[src/rtl/core/text_console_cursor_scroll_top_macros.svh]
// Assertion helpers shared by the console RTL.
// Both expect clk and rst_n in scope.
`ifndef TEXT_CONSOLE_CURSOR_SCROLL_TOP_MACROS_SVH
`define TEXT_CONSOLE_CURSOR_SCROLL_TOP_MACROS_SVH

// Same-cycle implication
`define TTC_ASSERT(label, ante, cons, msg) \
    label: assert property (@(posedge clk) disable iff (!rst_n) (ante) |-> (cons)) \
        else $error(msg);

// Next-cycle implication
`define TTC_ASSERT_NEXT(label, ante, cons, msg) \
    label: assert property (@(posedge clk) disable iff (!rst_n) (ante) |=> (cons)) \
        else $error(msg);

`endif

[src/rtl/core/ttc_pkg.sv]
`timescale 1ns / 1ps
package ttc_pkg;

    localparam int COLUMNS_DEF = 80;
    localparam int ROWS_DEF    = 25;
    localparam int COL_W       = 7;
    localparam int ROW_W       = 5;
    localparam int CELL_W      = 16;
    localparam int CHAR_W      = 8;
    localparam int COLOR_W     = 4;
    localparam int NUM_W       = 32;
    localparam int OP_W        = 3;
    localparam int DIG_N       = 10;   // decimal digits of a 32-bit value
    localparam int QUEUE_DEPTH = 2;

    localparam logic [COLOR_W-1:0] TEXT_FG_RST = 4'hB;
    localparam logic [COLOR_W-1:0] TEXT_BG_RST = 4'h0;

    typedef enum logic [OP_W-1:0] {
        OP_PUT     = 3'd0,
        OP_NEWLINE = 3'd1,
        OP_POKE    = 3'd2,
        OP_DEC     = 3'd3,
        OP_HEX     = 3'd4,
        OP_PEEK    = 3'd5,
        OP_CLEAR   = 3'd6,
        OP_NONE    = 3'd7
    } op_t;

    typedef enum logic {
        REG_TEXT_FG = 1'b0,
        REG_TEXT_BG = 1'b1
    } cfg_reg_t;

    // Classified command handed from front to back
    typedef struct packed {
        op_t                op;
        logic [CELL_W-1:0]  cell_word; // full cell, or digit colours in 15:8
        logic [COL_W-1:0]   col;
        logic [ROW_W-1:0]   row;
        logic               in_range;
        logic [NUM_W-1:0]   number;
    } cmd_t;

    function automatic logic [CELL_W-1:0] make_cell(
        input logic [CHAR_W-1:0]  ch,
        input logic [COLOR_W-1:0] fg,
        input logic [COLOR_W-1:0] bg
    );
        return {bg, fg, ch};
    endfunction

    // Digit value to ASCII, uppercase hex
    function automatic logic [CHAR_W-1:0] digit_char(input logic [3:0] d);
        if (d < 4'd10)
            return 8'h30 + {4'h0, d};
        else
            return 8'h37 + {4'h0, d};
    endfunction

endpackage

[src/rtl/core/ttc_fifo.sv]
`timescale 1ns / 1ps
module ttc_fifo #(
    parameter int DEPTH = ttc_pkg::QUEUE_DEPTH
) (
    input  logic          clk,
    input  logic          rst_n,
    input  logic          push,
    input  ttc_pkg::cmd_t wdata,
    input  logic          pop,
    output ttc_pkg::cmd_t rdata,
    output logic          full,
    output logic          empty
);
    import ttc_pkg::*;
    `include "text_console_cursor_scroll_top_macros.svh"

    localparam int PTR_W = (DEPTH > 1) ? $clog2(DEPTH) : 1;
    localparam int CNT_W = $clog2(DEPTH + 1);

    cmd_t               slot_reg [DEPTH];
    logic [PTR_W-1:0]   wr_ptr_reg;
    logic [PTR_W-1:0]   rd_ptr_reg;
    logic [CNT_W-1:0]   count_reg;

    assign full  = (count_reg == CNT_W'(DEPTH));
    assign empty = (count_reg == '0);
    assign rdata = slot_reg[rd_ptr_reg];

    // Storage
    always_ff @(posedge clk)
    begin
        if (push)
            slot_reg[wr_ptr_reg] <= wdata;
    end

    // Pointers and fill level
    always_ff @(posedge clk or negedge rst_n)
    begin
        if (!rst_n)
        begin
            wr_ptr_reg <= '0;
            rd_ptr_reg <= '0;
            count_reg  <= '0;
        end
        else
        begin
            if (push)
                wr_ptr_reg <= (wr_ptr_reg == PTR_W'(DEPTH - 1)) ? '0 : wr_ptr_reg + 1'b1;
            if (pop)
                rd_ptr_reg <= (rd_ptr_reg == PTR_W'(DEPTH - 1)) ? '0 : rd_ptr_reg + 1'b1;
            if (push && !pop)
                count_reg <= count_reg + 1'b1;
            else if (pop && !push)
                count_reg <= count_reg - 1'b1;
        end
    end

    `TTC_ASSERT(a_fill_bound, 1'b1, count_reg <= CNT_W'(DEPTH), "queue overfilled")
    `TTC_ASSERT(a_pop_nonempty, pop, !empty, "pop from empty queue")
    `TTC_ASSERT_NEXT(a_fill_up, push && !pop, count_reg == $past(count_reg) + 1'b1,
        "fill level did not rise")

endmodule

[config.mk]
export PLATFORM = sky130hd
export DESIGN_NAME = ttc_fifo
export DESIGN_NICKNAME = d
export VERILOG_FILES = /design/src/rtl/core/ttc_pkg.sv /design/src/rtl/core/ttc_fifo.sv
export VERILOG_INCLUDE_DIRS = /design/src /design/src/rtl/core
export SDC_FILE = /design/constraint.sdc
export NUM_CORES = 1
export LEC_CHECK = 0
export BUFFER_PORTS_ARGS = -buffer_cell sky130_fd_sc_hd__buf_2
export CAP_MARGIN = 20
export CELL_PAD_IN_SITES_DETAIL_PLACEMENT = 1
export CELL_PAD_IN_SITES_GLOBAL_PLACEMENT = 1
export CORE_UTILIZATION = 44
export DETAILED_ROUTE_END_ITERATION = 16
export MAX_ROUTING_LAYER = met4
export PLACE_DENSITY_LB_ADDON = 0.12
export SETUP_SLACK_MARGIN = 0.1
export SYNTH_ARGS = -nofsm -noshare
export SYNTH_HDL_FRONTEND = slang
export SYNTH_SLANG_ARGS = --single-unit
[constraint.sdc]
create_clock -name clk -period 5.33 [get_ports clk]
set_clock_uncertainty 0.2 [all_clocks]
set_input_delay 0 -clock clk [delete_from_list [all_inputs] [get_ports clk]]
set_output_delay 0 -clock clk [all_outputs]
set_load 0.02 [all_outputs]
==> results.py <==
metrics = {
    "cts": {
        "cts_tree": "built",
        "root_buffer": "clkbuf_16",
        "clk_latency_ps": 400,
        "postCtsSetupRepairBufs": 0,
        "clock_path_buffers": 2,
        "cts.clk_slew.worst_paths_ps": 60,
        "cts.sinks": 132,
        "cts_buffers": 17,
        "cts_resized": 0,
        "htree_levels": 4,
    },
    "finish": {
        "drive_gt1_share_pct": 50.9,
        "nets": 500,
        "fin_area_mm2": 0.00702,
        "area_delta_synth_final_pct": 40.1,
        "layoutNonFillerInstCount": 582,
        "largest_reg_flops": 128,
        "n_antenna_cell": 0,
    },
    "synth": {
        "seq_area_frac_synth_pct": 78.7,
        "netlist_area_mm2": 0.00501,
        "synthArstFlopShare_pct": 3.03,
        "yosysTopAreaCell": "edfxtp_1",
        "synth_top_cell_area_share_pct": 76.7,
        "postSynthAreaPerCell_um2": 23.3,
        "yosys_warnings": 0,
        "synthFlopType": "edfxtp_1",
        "synth_edf_count": 128,
        "synth_cell_types": 13,
        "syn_inst": 215,
        "ys_ff_latch": 132,
        "synth_commonest_cells": "edfxtp_1, mux2_4, mux2_2",
        "synthTopCellsByArea": "edfxtp_1, mux2_4, mux2_2",
        "yosysMostFrequentCell": "edfxtp_1",
        "synth_nets": 284,
    },
    "sta": {
        "setup_violations": 0,
        "fin_tns_setup_ps": 0,
        "drv_slew": 0,
        "worst_pin_slew_ps": 969,
        "period_share_pct": 43.3,
        "max_freq_mhz": 433,
        "period_needed_ps": 2310,
        "slew_headroom_pct": 35.3,
        "rsz0062_at_grt": "no",
        "hold_violations": 0,
    },
    "worst_setup_path": {
        "ff2ff_setup_slack_ps": 3020,
        "critPathBufInv": 1,
        "path_class": "flip-flop to flip-flop",
        "critPathCaptureType": "flip-flop",
        "cp_max_fo": 33,
        "worst-path-stages": 2,
        "cpPeakStageDelay_ps": 780,
        "crit_family": "simple AND/OR/NAND/NOR gates",
        "crit_required_ps": 5170,
        "path_cells": "nor2b_4, buf_4",
        "cp_slowest_cell": "nor2b_4",
        "r2r_cells": 2,
        "crit_path_start_kind": "flip-flop",
        "arrival_ps": 2150,
    },
    "floorplanning": {
        "core_area_mm2": 0.0110,
        "fp-row-count": 38,
        "chipHeight_um": 109,
        "dieArea_mm2": 0.0118,
        "ios": 134,
        "start_util_pct": 45.6,
        "fp.dieW_um": 109,
    },
    "route": {
        "dr.pass1.iters": 4,
        "vias": 2703,
        "avgRoutedWirePerCell_um": 16.4,
        "first_iter_violations": 98,
        "ant_nets": 0,
        "vias_per_cell": 4.64,
        "drc": 0,
        "wl_mm": 9.56,
    },
    "worst_hold_path": {
        "hold_depth": 2,
        "hp-class": "input pin to flip-flop",
    },
    "global_route": {
        "grt_start_max_net_pins": 36,
        "overflow": 0,
        "grt_first_pass_wirelength_mm": 14.5,
        "grt_util_all_layers_pct": 17.6,
        "antenna_found_initial": 0,
        "grt_pass1_vias": 2973,
    },
    "run": {
        "maxCapViolCount": 0,
    },
    "power": {
        "switching_share_pct": 30.3,
        "cellPowerDensity_mw_per_mm2": 523,
        "pwr-share-comb_pct": 31.7,
        "seqPwrFrac_pct": 41.1,
        "clkPwrFrac_pct": 27.2,
        "internal_power_mw": 2.56,
        "vdd_ir_drop_max_mv": 0.256,
        "p_switching_mw": 1.11,
        "leakage_nw": 2.85,
    },
    "place": {
        "post_dp_cell_area_mm2": 0.00583,
        "place_inst": 484,
        "port_buffers": 133,
        "place_hpwl_mm": 5.74,
        "gp_congestion": 0.725,
    },
    "status": {
        "status": "finished, final reports clean",
    },
}
per-layer routing:
layer / track usage [%] / part of all wire, %
met1: 19.8 / 42
met2: 28.8 / 52
met3: 5.08 / 4.9
met4: 8.49 / 1.2
met5: - / 0
final timing paths:
path                              start               to
setup / recovery             wr_ptr_reg  slot_reg[0][18]
hold / removal                wdata[12]  slot_reg[1][12]
setup reg to reg             wr_ptr_reg  slot_reg[0][18]
hold reg to reg            count_reg[1]     count_reg[1]
max in group asynchronous         rst_n       rd_ptr_reg
min in group asynchronous         rst_n       wr_ptr_reg
cells by family (layout without fill, tap and decap cells):
logic type | Yosys count | in the layout | synth area share, %
muxes | 64 | 64 | 18.1
and+or+nand+nor | 5 | 5 | 0.524
adders and majority gates | 1 | 1 | 0.250
xor gates and xnor gates | 5 | 5 | 0.874
DFF | 132 | 132 | 78.7
buffers and inverters | 8 | 235 | 1.52
what timing repair did:
action | CTS | global route
hold buffers | 68 | 0
endpoints found under the hold margin | 136 | 0
setup endpoints to repair | 0 | 0
power by group through the flow:
stage | sequential, mW | clock (mW) | combinational, mW
final | 1.51 | 1.00 | 1.16
after global routing | 1.53 | 1.07 | 1.24
after CTS | 1.51 | 1.02 | 1.18
after detailed placement | 1.53 | 0 | 1.14
after global placement | 1.58 | 0 | 1.06
after floorplan | 1.46 | 0 | 0.900
cell type report:
type                            count  area, um^2
Clock buffer                       21         440
Clock inverter                      9        65.1
Fill cell                         992        3960
Inverter                            1        3.75
Multi-Input combinational cell     75        1000
Sequential cell                   132        3950
Tap cell                          140         175
Timing Repair Buffer              204        1390
placed cells by master, fill, tap and decap left out, types with 2 or more instances in the layout:
| master | n |
|---|---|
| clkbuf_16 | 17 |
| mux2_4 | 50 |
| nor2_1 | 2 |
| clkinv_2 | 4 |
| edfxtp_1 | 128 |
| dlygate4sd3_1 | 68 |
| buf_4 | 2 |
| mux2_2 | 14 |
| xor2_1 | 4 |
| clkinv_1 | 4 |
| clkbuf_1 | 4 |
| buf_2 | 133 |
| dfrtp_1 | 3 |
metrics by stage:
stage / worst slack [ps] / utilization [%] / hold slack [ps] / total power [mW]
after global routing: 2840 / 63.9 / 114 / 3.84
after global placement: 2970 / 52.9 / -388 / 2.64
final: 3020 / 63.9 / 128 / 3.67
after detailed placement: 2950 / 53.1 / -388 / 2.67
after CTS: 2940 / 63.9 / 104 / 3.72
after floorplan: 1390 / - / -496 / 2.36
No activity file was read; power rests on OpenSTA's default activity.
