**config.mk**
```make
export PLATFORM = sky130hd
export DESIGN_NAME = ttc_front_flat
export DESIGN_NICKNAME = d
export VERILOG_FILES = /design/src/rtl/core/text_console_cursor_scroll_top_macros.svh /design/src/rtl/core/ttc_pkg.sv /design/src/rtl/core/ttc_if.sv /design/src/rtl/core/ttc_front.sv /design/src/flat_wrapper.sv
export SDC_FILE = /design/constraint.sdc
export NUM_CORES = 1
export LEC_CHECK = 0
export BUFFER_PORTS_ARGS = -buffer_cell sky130_fd_sc_hd__buf_2
export CAP_MARGIN = 40
export CORE_UTILIZATION = 31
export CTS_BUF_LIST = sky130_fd_sc_hd__clkbuf_16
export CTS_CLUSTER_DIAMETER = 50
export CTS_CLUSTER_SIZE = 8
export DETAILED_ROUTE_END_ITERATION = 7
export GPL_TIMING_DRIVEN = 0
export PLACE_DENSITY = 0.88
export SLEW_MARGIN = 20
export SYNTH_ARGS = -nofsm -noshare
export SYNTH_HDL_FRONTEND = slang
export SYNTH_SLANG_ARGS = --single-unit
```
**constraint.sdc**
```tcl
create_clock -name clk -period 3.4 [get_ports clk]
set_clock_uncertainty 0.2 [all_clocks]
set_input_delay 0 -clock clk [delete_from_list [all_inputs] [get_ports clk]]
set_output_delay 0 -clock clk [all_outputs]
set_load 0.02 [all_outputs]
```
**src/rtl/core/text_console_cursor_scroll_top_macros.svh**
```systemverilog
// Assertion helpers shared by the console RTL.
// Both expect clk and rst_n in scope.
`ifndef TEXT_CONSOLE_CURSOR_SCROLL_TOP_MACROS_SVH
`define TEXT_CONSOLE_CURSOR_SCROLL_TOP_MACROS_SVH

// Same-cycle implication
`define TTC_ASSERT(label, ante, cons, msg) \
    label: assert property (@(posedge clk) disable iff (!rst_n) (ante) |-> (cons)) \
        else $error(msg);

// Next-cycle implication
`define TTC_ASSERT_NEXT(label, ante, cons, msg) \
    label: assert property (@(posedge clk) disable iff (!rst_n) (ante) |=> (cons)) \
        else $error(msg);

`endif

```
**src/rtl/core/ttc_pkg.sv**
```systemverilog
`timescale 1ns / 1ps
package ttc_pkg;

    localparam int COLUMNS_DEF = 80;
    localparam int ROWS_DEF    = 25;
    localparam int COL_W       = 7;
    localparam int ROW_W       = 5;
    localparam int CELL_W      = 16;
    localparam int CHAR_W      = 8;
    localparam int COLOR_W     = 4;
    localparam int NUM_W       = 32;
    localparam int OP_W        = 3;
    localparam int DIG_N       = 10;   // decimal digits of a 32-bit value
    localparam int QUEUE_DEPTH = 2;

    localparam logic [COLOR_W-1:0] TEXT_FG_RST = 4'hB;
    localparam logic [COLOR_W-1:0] TEXT_BG_RST = 4'h0;

    typedef enum logic [OP_W-1:0] {
        OP_PUT     = 3'd0,
        OP_NEWLINE = 3'd1,
        OP_POKE    = 3'd2,
        OP_DEC     = 3'd3,
        OP_HEX     = 3'd4,
        OP_PEEK    = 3'd5,
        OP_CLEAR   = 3'd6,
        OP_NONE    = 3'd7
    } op_t;

    typedef enum logic {
        REG_TEXT_FG = 1'b0,
        REG_TEXT_BG = 1'b1
    } cfg_reg_t;

    // Classified command handed from front to back
    typedef struct packed {
        op_t                op;
        logic [CELL_W-1:0]  cell_word; // full cell, or digit colours in 15:8
        logic [COL_W-1:0]   col;
        logic [ROW_W-1:0]   row;
        logic               in_range;
        logic [NUM_W-1:0]   number;
    } cmd_t;

    function automatic logic [CELL_W-1:0] make_cell(
        input logic [CHAR_W-1:0]  ch,
        input logic [COLOR_W-1:0] fg,
        input logic [COLOR_W-1:0] bg
    );
        return {bg, fg, ch};
    endfunction

    // Digit value to ASCII, uppercase hex
    function automatic logic [CHAR_W-1:0] digit_char(input logic [3:0] d);
        if (d < 4'd10)
            return 8'h30 + {4'h0, d};
        else
            return 8'h37 + {4'h0, d};
    endfunction

endpackage

```
**src/rtl/core/ttc_if.sv**
```systemverilog
`timescale 1ns / 1ps
// Command channel
interface ttc_cmd_if;
    import ttc_pkg::*;
    logic                valid;
    logic                ready;
    logic [OP_W-1:0]     operation;
    logic [CHAR_W-1:0]   char_code;
    logic [COLOR_W-1:0]  fg_color;
    logic [COLOR_W-1:0]  bg_color;
    logic [COL_W-1:0]    column;
    logic [ROW_W-1:0]    row;
    logic [NUM_W-1:0]    number;
    modport source (output valid, operation, char_code, fg_color, bg_color, column, row,
                    number, input ready);
    modport sink   (input valid, operation, char_code, fg_color, bg_color, column, row,
                    number, output ready);
endinterface


// Register write channel
interface ttc_cfg_if;
    import ttc_pkg::*;
    logic                valid;
    logic                ready;
    logic                index;
    logic [COLOR_W-1:0]  data;
    modport source (output valid, index, data, input ready);
    modport sink   (input valid, index, data, output ready);
endinterface

```
**src/rtl/core/ttc_front.sv**
```systemverilog
`timescale 1ns / 1ps
module ttc_front #(
    parameter int COLUMNS = ttc_pkg::COLUMNS_DEF,
    parameter int ROWS    = ttc_pkg::ROWS_DEF
) (
    input  logic          clk,
    input  logic          rst_n,
    ttc_cmd_if.sink       cmd,
    ttc_cfg_if.sink       cfg,
    input  logic          init_busy,
    input  logic          q_full,
    output logic          q_push,
    output ttc_pkg::cmd_t q_data
);
    import ttc_pkg::*;

    logic [COLOR_W-1:0] text_fg_reg;
    logic [COLOR_W-1:0] text_bg_reg;

    // Digit colour registers
    assign cfg.ready = 1'b1;

    always_ff @(posedge clk or negedge rst_n)
    begin
        if (!rst_n)
        begin
            text_fg_reg <= TEXT_FG_RST;
            text_bg_reg <= TEXT_BG_RST;
        end
        else if (cfg.valid)
        begin
            unique case (cfg_reg_t'(cfg.index))
                REG_TEXT_FG: text_fg_reg <= cfg.data;
                REG_TEXT_BG: text_bg_reg <= cfg.data;
            endcase
        end
    end

    // Accept while the queue has room and the power-up clear is done
    assign cmd.ready = !q_full && !init_busy;
    assign q_push    = cmd.valid && cmd.ready;

    // Classify the item
    always_comb
    begin
        q_data.op       = op_t'(cmd.operation);
        q_data.col      = cmd.column;
        q_data.row      = cmd.row;
        q_data.number   = cmd.number;
        q_data.in_range = (int'(cmd.column) < COLUMNS) && (int'(cmd.row) < ROWS);
        priority if (q_data.op == OP_DEC || q_data.op == OP_HEX)
            q_data.cell_word = make_cell(8'h00, text_fg_reg, text_bg_reg);
        else
            q_data.cell_word = make_cell(cmd.char_code, cmd.fg_color, cmd.bg_color);
    end

endmodule

```
**src/flat_wrapper.sv**
```systemverilog
// flat-port wrapper written by rule: the top's interface ports become plain ports
module ttc_front_flat import ttc_pkg::*;
#(
    parameter int COLUMNS = ttc_pkg::COLUMNS_DEF,
    parameter int ROWS    = ttc_pkg::ROWS_DEF
)
  (clk, rst_n, init_busy, q_full, q_push, q_data, cmd_valid, cmd_operation, cmd_char_code, cmd_fg_color, cmd_bg_color, cmd_column, cmd_row, cmd_number, cmd_ready, cfg_valid, cfg_index, cfg_data, cfg_ready);
  ttc_cmd_if cmd_i ();
  ttc_cfg_if cfg_i ();
  input  logic clk;
  input  logic rst_n;
  input  logic init_busy;
  input  logic q_full;
  output logic q_push;
  output ttc_pkg::cmd_t q_data;
  input wire logic [$bits(cmd_i.valid)-1:0] cmd_valid;
  input wire logic [$bits(cmd_i.operation)-1:0] cmd_operation;
  input wire logic [$bits(cmd_i.char_code)-1:0] cmd_char_code;
  input wire logic [$bits(cmd_i.fg_color)-1:0] cmd_fg_color;
  input wire logic [$bits(cmd_i.bg_color)-1:0] cmd_bg_color;
  input wire logic [$bits(cmd_i.column)-1:0] cmd_column;
  input wire logic [$bits(cmd_i.row)-1:0] cmd_row;
  input wire logic [$bits(cmd_i.number)-1:0] cmd_number;
  output wire logic [$bits(cmd_i.ready)-1:0] cmd_ready;
  input wire logic [$bits(cfg_i.valid)-1:0] cfg_valid;
  input wire logic [$bits(cfg_i.index)-1:0] cfg_index;
  input wire logic [$bits(cfg_i.data)-1:0] cfg_data;
  output wire logic [$bits(cfg_i.ready)-1:0] cfg_ready;
  assign cmd_i.valid = cmd_valid;
  assign cmd_i.operation = cmd_operation;
  assign cmd_i.char_code = cmd_char_code;
  assign cmd_i.fg_color = cmd_fg_color;
  assign cmd_i.bg_color = cmd_bg_color;
  assign cmd_i.column = cmd_column;
  assign cmd_i.row = cmd_row;
  assign cmd_i.number = cmd_number;
  assign cmd_ready = cmd_i.ready;
  assign cfg_i.valid = cfg_valid;
  assign cfg_i.index = cfg_index;
  assign cfg_i.data = cfg_data;
  assign cfg_ready = cfg_i.ready;
  ttc_front #(.COLUMNS(COLUMNS), .ROWS(ROWS)) u_core (.clk(clk), .rst_n(rst_n), .cmd(cmd_i), .cfg(cfg_i), .init_busy(init_busy), .q_full(q_full), .q_push(q_push), .q_data(q_data));
endmodule
```
==> out/results.txt, run 1 <==
The flow ran to the end, and the final reports show no timing, DRC or antenna violations. In the final routed layout, each cell accounts on average for 11.4 um. Buffers placed on the I/O ports in this run total 103.

Kind of critical path: reg2out. The worst setup path is launched from a flip-flop. Maximum level of the CTS H-tree: 1. The CTS root buffer was clkbuf_16.

From synthesis to final layout, the design area changed by 76.5%. In the synthesized netlist, the number of instances is 97. 0 antenna diodes ended up in the layout. TritonCTS built the clock tree.

The number of violations reported at the end of detailed-routing iteration 0 was 13; the number of primary I/O pins was 141. The floorplan step defined a die boundary enclosing 3190 um2. The count of nets left with antenna violations once routing finished came out at 0.

The congestion estimate from routability-driven global placement came to 0.741. In the post-synthesis netlist, the biggest area contributors are buf_4 39%, mux2_2 16%, dfrtp_1 14%. The initial cell density of the core is 0.331.

The logs give 0 for the initial antenna violation count and 286 for the net count reported at finish. The fraction of layout cells with a size suffix above 1 is 0.867, and the post-layout instance area is 1620 um2. The detailed placer's ending HPWL came out at 2320 um. The portion of synthesized cell area occupied by the leading cell type was 0.392; the leakage component of the power was 0.946 nW. STA classifies the critical path endpoint as a primary output. The core region is 2780 um2.

The mean cell area of the mapped netlist was 9.48 um2; the number of synthesized register bits was 8. Setup violations remaining at the end of the flow were counted as 0. For the final wirelength, the log shows 2770 um.

For the worst setup path, the data required time is 3.20 ns. The logs give 11 for the largest net degree at the start of global routing and 0 for the setup fix buffers added after clock tree synthesis. The maximum fanout along the worst path is 3, and the portion of the clock cycle consumed by the worst path in the final layout is 0.456. IR analysis of the VDD net gives a maximum drop of 0.000296 V. Clock-pin slew was measured on the worst setup and hold paths at 0.04 ns.

For the count of unresolved DRC violations after routing, the log shows 0. The global-route usage over all layers was 0.161; the CTS buffer count was 3. Adding up every negative setup slack in the final design gives 0 ns.

The run gives 924 as the number of global-route vias before repair. Counting every net in the synthesized netlist gives 171. The path class of the tightest hold or removal check is in2out. The first detailed-routing pass ran for 2 iterations. The distinct cell type count after synthesis was 20. The die width came out at 56.5 um. The warning count from the yosys run was 0; the cell area reported after detailed placement was 1470 um2. The synthesized design spends more area on one cell type than any other, namely buf_4.

Final hold analysis gives a worst-case slack of 0.0166 ns. For the arrival time of the worst setup path, the log shows 1.35 ns. The end-of-flow core utilization is 0.583. The routed layout has 1007 vias.

After detailed routing, the number of vias per cell comes to 4.16. The maximum buffer depth of the clock tree came out at 2. Power comes to 0.556 mW.

The floorplan has 19 rows. The run gives 0.222 as the sequential area share after synthesis. The first global-routing pass estimated 4060 um of wire. The tools report the highest clock frequency the design can meet as 645 MHz.

The max-slew violation count is 0, and the max capacitance violation total is 0. Counting I/O delays and the setup requirement, the final critical path takes 1.55 ns. In this run the vertical extent of the chip is 56.5 um.

The post-synth design cell area is 920 um2, and the total global routing overflow is 0. The post-cts repair resize count was 0. The clock net sink count was 8. The power density of the placed cells works out to 342 nW/um2. Count of final hold-check violations: 0. Setup repair after global routing left no endpoint under its margin. The run gives 7 as the number of buffers inserted by hold repair at cts.

Clock latency on the worst-skew pair, taken at its later pin, is 0.23 ns.
-- final timing paths --
| kind | depth (start not counted) | from | slack (ns) | to |
|---|---|---|---|---|
| max | 3 | u_core.text_bg_reg[3]$_DFFE_PN0P_ | 1.85 | q_data[60] |
| min | 2 | cmd_number[5] | 0.02 | q_data[5] |
| max reg2reg | 1 | u_core.text_bg_reg[3]$_DFFE_PN0P_ | 2.43 | u_core.text_bg_reg[3]$_DFFE_PN0P_ |
| min reg2reg | 1 | u_core.text_bg_reg[0]$_DFFE_PN0P_ | 0.31 | u_core.text_bg_reg[0]$_DFFE_PN0P_ |
| max in group asynchronous | 3 | rst_n | 2.22 | u_core.text_bg_reg[2]$_DFFE_PN0P_ |
| min in group asynchronous | 2 | rst_n | 0.08 | u_core.text_fg_reg[3]$_DFFE_PN1P_ |
-- cells by family after synthesis --
kind of cell	Yosys count	share of synthesized area
AO/OA/AOI/OAI	5	0.0422
buffers and inverters	49	0.404
other	1	0.00408
multiplexers	16	0.203
AND/OR/NAND/NOR	18	0.125
flip-flops	8	0.222
-- worst max-delay path, stage by stage (launching register included) --
cell	delay, ns
dfrtp_1	0.39
or3_2	0.45
o211a_1	0.13
buf_2	0.15
-- synthesized netlist by cell type, drive strengths merged --
master and count:
mux2i 1, nor2 2, o211a 1, dfrtp 5, o22a 1, nand2b 1, o311ai 1, dfstp 3
buf 49, or3 1, and2 10, nand2 2, nor2b 1, mux2 15, o21ai 2, nor3b 1
conb 1
-- power breakdown --
part	total, mW	internal [mW]	switching, mW
logic	0.234	0.119	0.114
clock network	0.200	0.153	0.0468
registers	0.122	0.114	0.00819
total	0.556	0.386	0.169
-- final cells by class --
cell class	count	area, um2
fill	265	1160
timing repair buffer	110	586
multi-input combinational	40	344
buffer	49	372
clock inverter	1	3.75
sequential	8	204
clock buffer	3	75.1
tap	31	38.8
-- layout by cell type (no fill, tap or decap), drive strengths merged --
cell / n
nand2: 2
nand2b: 1
mux2: 15
mux2i: 1
o21ai: 2
and2: 10
inv: 1
o211a: 1
dfrtp: 5
conb: 1
buf: 152
nor2b: 1
dfstp: 3
o22a: 1
nor2: 2
dlygate4sd3: 7
clkbuf: 3
o311ai: 1
or3: 1
nor3b: 1
-- through the flow --
stage / worst slack (ns) / instances
after global placement: 2.06 / 231
after CTS: 1.84 / 242
after floorplan: 2.21 / 97
final: 1.85 / 242
after global routing: 1.79 / 242
after detailed placement: 2.05 / 231
-- metal layers --
metal  routed length, um  share of wire  up-vias  GRT usage
met3                 302           0.11        0     0.0323
met4                   0              0        0     0.0523
li1                    -              -      498          -
met5                   0              0        -          0
met2                1530           0.55       63      0.318
met1                 937           0.34      446      0.166
Power figures use the tool's default switching activity.
==> inputs of run 2 (changes only) <==
--- a/config.mk
+++ b/config.mk
@@ -7,13 +7,13 @@
 export LEC_CHECK = 0
 export BUFFER_PORTS_ARGS = -buffer_cell sky130_fd_sc_hd__buf_2
 export CAP_MARGIN = 40
-export CORE_UTILIZATION = 31
+export CORE_UTILIZATION = 26
 export CTS_BUF_LIST = sky130_fd_sc_hd__clkbuf_16
 export CTS_CLUSTER_DIAMETER = 50
 export CTS_CLUSTER_SIZE = 8
 export DETAILED_ROUTE_END_ITERATION = 7
 export GPL_TIMING_DRIVEN = 0
-export PLACE_DENSITY = 0.88
+export PLACE_DENSITY = 0.79
 export SLEW_MARGIN = 20
 export SYNTH_ARGS = -nofsm -noshare
 export SYNTH_HDL_FRONTEND = slang
==> constraint.sdc (replaced) <==
create_clock -name clk -period 1.26 [get_ports clk]
set_clock_uncertainty 0.2 [all_clocks]
set_input_delay 0 -clock clk [delete_from_list [all_inputs] [get_ports clk]]
set_output_delay 0 -clock clk [all_outputs]
set_load 0.02 [all_outputs]
==> run 2 against run 1 <==
Effect of this change:
- final area increased by 7.1%
- global-route usage decreased by 5.3 points
- highest routed layer is now met4
- wire length decreased by 9.8%
- worst hold slack got worse by 0.021 ns
- critical path type unchanged
- final cell count increased by 7.4%
- register-to-register slack got worse by 2.2 ns
- non-clock buffer count increased by 3
- total power increased to 2.8 times the previous value
- first-iteration DRC count decreased by 62%
- utilization decreased by 6.7 points
- the run now ends with hold timing, setup timing left
- critical endpoint unchanged
==> out/results.txt, run 2 (synthesis results as in run 1) <==
Startpoint type of the worst setup path: a flip-flop. The largest net degree at the start of global routing came out at 11 (unchanged). The core region area was 3360 um2 (+21%). In the layout the commonest cells are 95 x buf_2, 52 x buf_4, 13 x mux2_2.

The clock input transition at the sequential cells of the worst setup and hold paths came out at 0.04 ns (about the same). The power density of the placed cells was 891 nW/um2 (+160%); the global-route met2 utilization was 0.211 (-0.106). The logs give 1 (+1) for the number of setup violations in the final report and 0 (unchanged) for the total global routing overflow. TritonCTS built the clock tree.

The clock latency of the later-clocked register in the worst-skew pair was 0.23 ns (about the same). The final wirelength was 2490 um (-9.8%). The worst setup path is captured at a primary output. For the arrival time of the worst setup path, the log shows 1.22 ns (-0.13 ns). Compared with the post-synthesis result, the final layout area differs by 89.0%. The met1 capacity usage during global routing was 0.105 (-0.0609); the highest clock frequency the design can meet was 703 MHz. The first-pass iteration count of the detailed router is 2 (unchanged). The wire length of the first global-routing pass came out at 2970 um (-27%). Total negative setup slack: -0.162 ns (-0.162 ns).

The end-of-flow core utilization was 0.517 (-0.0667); the routed via count divided by cell count was 3.95 (-5.0%). The run gives 1.06 ns (-2.14 ns) as the required time at the endpoint of the critical path. The run gives 1 (unchanged) as the maximum level of the CTS H-tree. The count of unresolved DRC violations after routing was 0 (unchanged). The run finished, with violations left. The number of antenna-violating nets in the routed design was 0 (unchanged); the number of diodes was 0 (unchanged).

The logs give 0.988 nW (+4.5%) for the leakage component of the power and 21 (+2) for the row count. The max-slew violation count is 0 (unchanged), and the detailed placer's ending HPWL is 2000 um (-14%). The worst register-to-register path begins at u_core.text_bg_reg[3]$_DFFE_PN0P_. The die boundary height is 61.5 um (+8.9%), and the average routed wire per standard cell is 9.59 um (-16%). The tools report the global-route usage over all layers as 0.108 (-0.0532). The fraction of layout cells with a size suffix above 1 is 0.883 (+0.0159), and the number of primary I/O pins is 141 (unchanged).

The run gives 5 (-8) as the number of violations reported at the end of detailed-routing iteration 0. The tools report the vias after detailed routing as 1028 (+2.1%). The area of the die is 3780 um2 (+19%), and the maximum resistive drop on vdd is 0.000928 V (+210%).

The run gives 716 (-23%) as the number of global-route vias before repair. The tools report the final-layout worst hold slack as -0.00465 ns (-0.0213 ns). The portion of the clock cycle consumed by the worst path in the final layout was 1.13. Total chip power: 1.55 mW (+180%).

The tools report the net count reported at finish as 289 (+1.0%). Setup repair after global routing could not meet its margin everywhere. The tree is rooted in a clkbuf_16. The final weighted congestion in routability-driven placement was 0.705 (-4.8%); the maximum buffer depth of the clock tree was 2 (unchanged).

The post-layout worst setup margin is -0.162 ns (-2.01 ns). The library cell used most frequently in the layout, excluding fill and tap cells, is buf_2. The class of the tightest hold or removal check is in2reg. After global routing, the most crowded layer is met2. The worst register-to-register path ends at u_core.text_bg_reg[3]$_DFFE_PN0P_.

The logs give 0.273 (-0.0572) for the initial cell density of the core and 0.0231 (-0.00915) for the met3 usage in global routing. The max capacitance violation total was 0 (unchanged). The critical path is of the reg2out type. The post-route minimum period was 1.42 ns; the flop-to-flop setup slack was 0.19 ns (-2.24 ns). The logs give 3 (+3) for the count of final hold-check violations and 0 (unchanged) for the initial antenna violation count. The maximum fanout along the worst path was 2 (-1). Count of buffers inserted at the top-level ports: 103 (unchanged). The most critical setup path has its endpoint at q_data[60].

Die width: 61.5 um (+8.9%). Worst reg2reg path depth: 2 (+1). For the CTS buffer count, the log shows 3 (unchanged). The final reports fail on hold timing, setup timing. The clock net sink count is 8 (unchanged). The most critical setup path has its startpoint at u_core.text_bg_reg[3]$_DFFE_PN0P_.
## run 2: cell count changes in the layout (fill, tap and decap cells not counted), sizes merged
cell / before / now
clkbuf: 3 / 4
dlygate4sd3: 7 / 6
buf: 152 / 155
## run 2: worst min-delay path by stage
stage,start,to,slack (ns),cells past startpoint
floorplan,rst_n,u_core.text_bg_reg[0]$_DFFE_PN0P_,-0.50,0
detailed placement,rst_n,u_core.text_fg_reg[2]$_DFFE_PN0P_,-0.35,1
finish,cfg_index,u_core.text_fg_reg[2]$_DFFE_PN0P_,-0.005,3
global placement,rst_n,u_core.text_fg_reg[2]$_DFFE_PN0P_,-0.35,1
global route,cfg_index,u_core.text_fg_reg[1]$_DFFE_PN1P_,0.009,3
CTS,cfg_index,u_core.text_fg_reg[2]$_DFFE_PN0P_,0.002,3
## run 2: where the power goes
group	total, mW	internal (mW)	switching (mW)
Combinational	0.680	0.367	0.314
Clock	0.542	0.413	0.128
Sequential	0.326	0.307	0.0194
Total	1.55	1.09	0.462
## run 2: metrics by stage
stage	cell area, um2	cells	setup WS (ns)
floorplan	920	97	0.0673
global placement	1490	246	-0.0925
detailed placement	1490	246	-0.0995
CTS	1660	257	-0.155
global route	1740	260	-0.217
finish	1740	260	-0.162
## run 2: critical path, stage by stage (launching register included)
cell	delay [ns]
dfrtp_1	0.38
buf_6	0.12
nor3b_4	0.17
o21ai_1	0.08
o211a_1	0.12
buf_6	0.13
## run 2: cell type report
class                   instances  area, um2
clock inverters                 1       3.75
repair buffers                113        652
multi-input cells              40        374
fillers                       338       1630
flip-flops and latches          8        204
well taps                      46       57.6
clock buffers                   3       75.1
plain buffers                  49        372
## run 2: repair_timing
action                     in CTS  in global routing
resized for setup               6                 17
hold endpoints to repair       16                  0
hold buffers                    6                  0
gates cloned                    0                  1
setup endpoints to repair       3                 14
pin swaps                       2                  1
setup buffers                   1                  2
## run 2: metal layers
metal	routed length, um	part of all wire
met1	814	0.33
met2	1390	0.56
met3	264	0.11
met4	28	0.011
met5	0	0
==> inputs of run 3 (changes only) <==
--- a/config.mk
+++ b/config.mk
@@ -13,7 +13,7 @@
 export CTS_CLUSTER_SIZE = 8
 export DETAILED_ROUTE_END_ITERATION = 7
 export GPL_TIMING_DRIVEN = 0
-export PLACE_DENSITY = 0.79
+export PLACE_DENSITY = 0.75
 export SLEW_MARGIN = 20
 export SYNTH_ARGS = -nofsm -noshare
 export SYNTH_HDL_FRONTEND = slang
==> run 3 against run 2 <==
Effect of this change:
- the flow finishes with violations (setup timing)
- final area is 0.94% lower
- sequential share of layout area is 0.11 points higher
- worst setup slack better by 0.017 ns
- critical path type unchanged
- critical endpoint unchanged
- largest cell class unchanged
- highest routed layer unchanged
==> out/results.txt, run 3 (synthesis results as in run 1) <==
The run gives 1 (unchanged) as the maximum level of the CTS H-tree. Die boundary height: 61.5 um (unchanged). The most common library cell in the layout ignoring fill and taps is buf_2. The final reports fail on setup timing. The critical path depth in cells was 3 (-2).

The maximum resistive drop on vdd is 0.000709 V (-24%), and the number of global-route vias before repair is 849 (+19%). The CTS buffer count was 3 (unchanged); the number of antenna-violating nets in the routed design was 0 (unchanged). The clock net sink count was 8 (unchanged); the number of buffers and inverters on the critical path was 1 (-1).

The number of setup violations in the final report is 1 (unchanged), and the count of final hold-check violations is 0 (-3). The highest clock frequency the design can meet was 712 MHz (+1.2%). The detailed placer's ending HPWL is 2150 um (+7.5%), and the post-route minimum period is 1.41 ns (-0.0171 ns). Largest net degree at the start of global routing: 8 (-3). Class of the tightest hold or removal check: in2reg. For the required time at the endpoint of the critical path, the log shows 1.06 ns (about the same).

The core region area came out at 3360 um2 (unchanged). For the final weighted congestion in routability-driven placement, the log shows 0.640 (-9.2%). The portion of the clock cycle consumed by the worst path in the final layout came out at 1.12 (-0.0136). The pre-CTS worst setup slack is -0.0860 ns (+0.0135 ns). In this design, the largest share of critical-path delay is due to flip-flops.

The leakage component of the power came out at 0.981 nW (-0.69%). The vias after detailed routing was 1041 (+1.3%). The worst reg2reg path depth works out to 2 (unchanged). Worst reg2reg path endpoint: u_core.text_bg_reg[3]$_DFFE_PN0P_. The routed via count divided by cell count was 4.00 (+1.3%).

Setup repair after global routing could not meet its margin everywhere. The worst register-to-register path begins at u_core.text_bg_reg[3]$_DFFE_PN0P_. The run gives 3730 um (+26%) as the wire length of the first global-routing pass. Number of violations reported at the end of detailed-routing iteration 0: 11 (+6). The CTS root buffer was clkbuf_16.

The setup path with the least slack is of type reg2out. The busiest metal layer after global routing is met2. The tools report the clock share of power as 0.349 (about the same). The flop-to-flop setup slack was 0.18 ns (about the same); the share of total power consumed by net switching was 0.304 (+0.00573). The largest stage delay on the critical path was 0.38 ns (about the same). The worst hold path terminates at u_core.text_fg_reg[1]$_DFFE_PN1P_. The synthesis-to-finish area growth was 87.2%.

Power density of the placed cells: 901 nW/um2 (+1.1%). The initial antenna violation count is 0 (unchanged), and the net switching power of the design is 0.471 mW (+2.1%). The worst setup path is launched from a flip-flop. The worst setup path is captured at a primary output. The arrival time of the worst setup path came out at 1.21 ns (about the same). The net count reported at finish is 289 (unchanged). For the max capacitance violation total, the log shows 0 (unchanged). On the critical path, the stage with the largest delay is an instance of dfrtp_1. The final wirelength came out at 2860 um (+15%).

The total negative setup slack came out at -0.145 ns (+0.0171 ns). The met1 capacity usage during global routing was 0.128 (+0.0230); the count of buffers inserted at the top-level ports was 103 (unchanged). The met3 usage in global routing is 0.0315 (+0.00840). The run gives 21 (unchanged) as the row count. The worst hold path begins at cfg_index. The die width was 61.5 um (unchanged); the depth of the worst hold-timing path was 3 (unchanged).

TritonCTS built the clock tree. The post-layout worst setup margin was -0.145 ns (+0.0171 ns). The maximum buffer depth of the clock tree is 2 (unchanged), and the number of primary I/O pins is 141 (unchanged).

The flow ran to the end, but the final reports show violations. The average routed wire per standard cell was 11.0 um (+15%); the internal power was 1.08 mW (-0.65%). For the part of the power in registers, the log shows 0.213 (+0.002). For the first-pass iteration count of the detailed router, the log shows 4 (+2). The fraction of layout cells with a size suffix above 1 came out at 0.888 (+0.00467). The area of the die is 3780 um2 (unchanged), and the max-slew violation count is 0 (unchanged). The tools report the global-route met2 utilization as 0.273 (+0.0621).

Total global routing overflow: 0 (unchanged). The clock latency of the later-clocked register in the worst-skew pair came out at 0.23 ns (about the same). In the layout the commonest cells are 97 x buf_2, 53 x buf_4, 13 x mux2_2. The global-route usage over all layers is 0.133 (+0.0249), and the initial cell density of the core is 0.273 (unchanged). Walking the worst path, the cells encountered are or3_4, o211a_1, buf_6. For the power share of the combinational group, the log shows 0.438 (about the same).

Count of unresolved DRC violations after routing: 0 (unchanged). The clock input transition at the sequential cells of the worst setup and hold paths was 0.04 ns (about the same); the maximum fanout along the worst path was 2 (unchanged). For the number of diodes, the log shows 0 (unchanged).
## run 3: worst reg2reg max path: cells and delay by family, from the launching register on
kind | cells | cell delay [ns]
DFF | 1 | 0.38
muxes | 1 | 0.25
buffers and inverters | 1 | 0.12
## run 3: repair_timing
item / in CTS / in global routing
gates cloned: 1 / 0
pin swaps: 2 / 1
buffers inserted: 3 / 0
setup endpoints to repair: 3 / 13
hold endpoints to repair: 16 / 0
hold buffers: 6 / 0
resized for setup: 7 / 12
## run 3: power groups by stage
stage	Sequential (mW)	Clock (mW)	Combinational, mW
3_5_place_dp	0.331	0	0.609
5_1_grt	0.336	0.572	0.733
4_1_cts	0.327	0.545	0.656
6_report	0.330	0.542	0.679
3_3_place_gp	0.331	0	0.605
2_1_floorplan	0.322	0	0.417
## run 3: worst max path at each step
stage,from,end,slack (ns)
final,u_core.text_bg_reg[3]$_DFFE_PN0P_,q_data[60],-0.15
after global routing,u_core.text_bg_reg[3]$_DFFE_PN0P_,q_data[60],-0.19
after CTS,u_core.text_bg_reg[3]$_DFFE_PN0P_,q_data[60],-0.13
after detailed placement,cmd_operation[1],q_data[59],-0.09
after global placement,cmd_operation[1],q_data[58],-0.08
after floorplan,u_core.text_bg_reg[3]$_DFFE_PN0P_,q_data[60],0.07
## run 3: per-layer routing
layer	vias up	wire length (um)
met3	4	322
met1	461	869
li1	501	-
met4	0	35
met5	-	0
met2	75	1640
## run 3: per-stage QoR
step	std cells	hold slack (ns)	power [mW]	util	area, um2
2_1_floorplan	97	-0.496	0.740	-	920
3_3_place_gp	246	-0.351	0.936	0.444	1490
3_5_place_dp	246	-0.351	0.940	0.444	1490
4_1_cts	260	-0.00402	1.53	0.500	1680
5_1_grt	260	0.0192	1.64	0.512	1720
6_report	260	0.00733	1.55	0.512	1720
## run 3: cell type report
class / count / area [um2]
multi-input cells: 40 / 370
well taps: 46 / 57.6
clock inverters: 1 / 3.75
clock buffers: 3 / 75.1
repair buffers: 113 / 639
fillers: 324 / 1640
flip-flops and latches: 8 / 204
plain buffers: 49 / 372
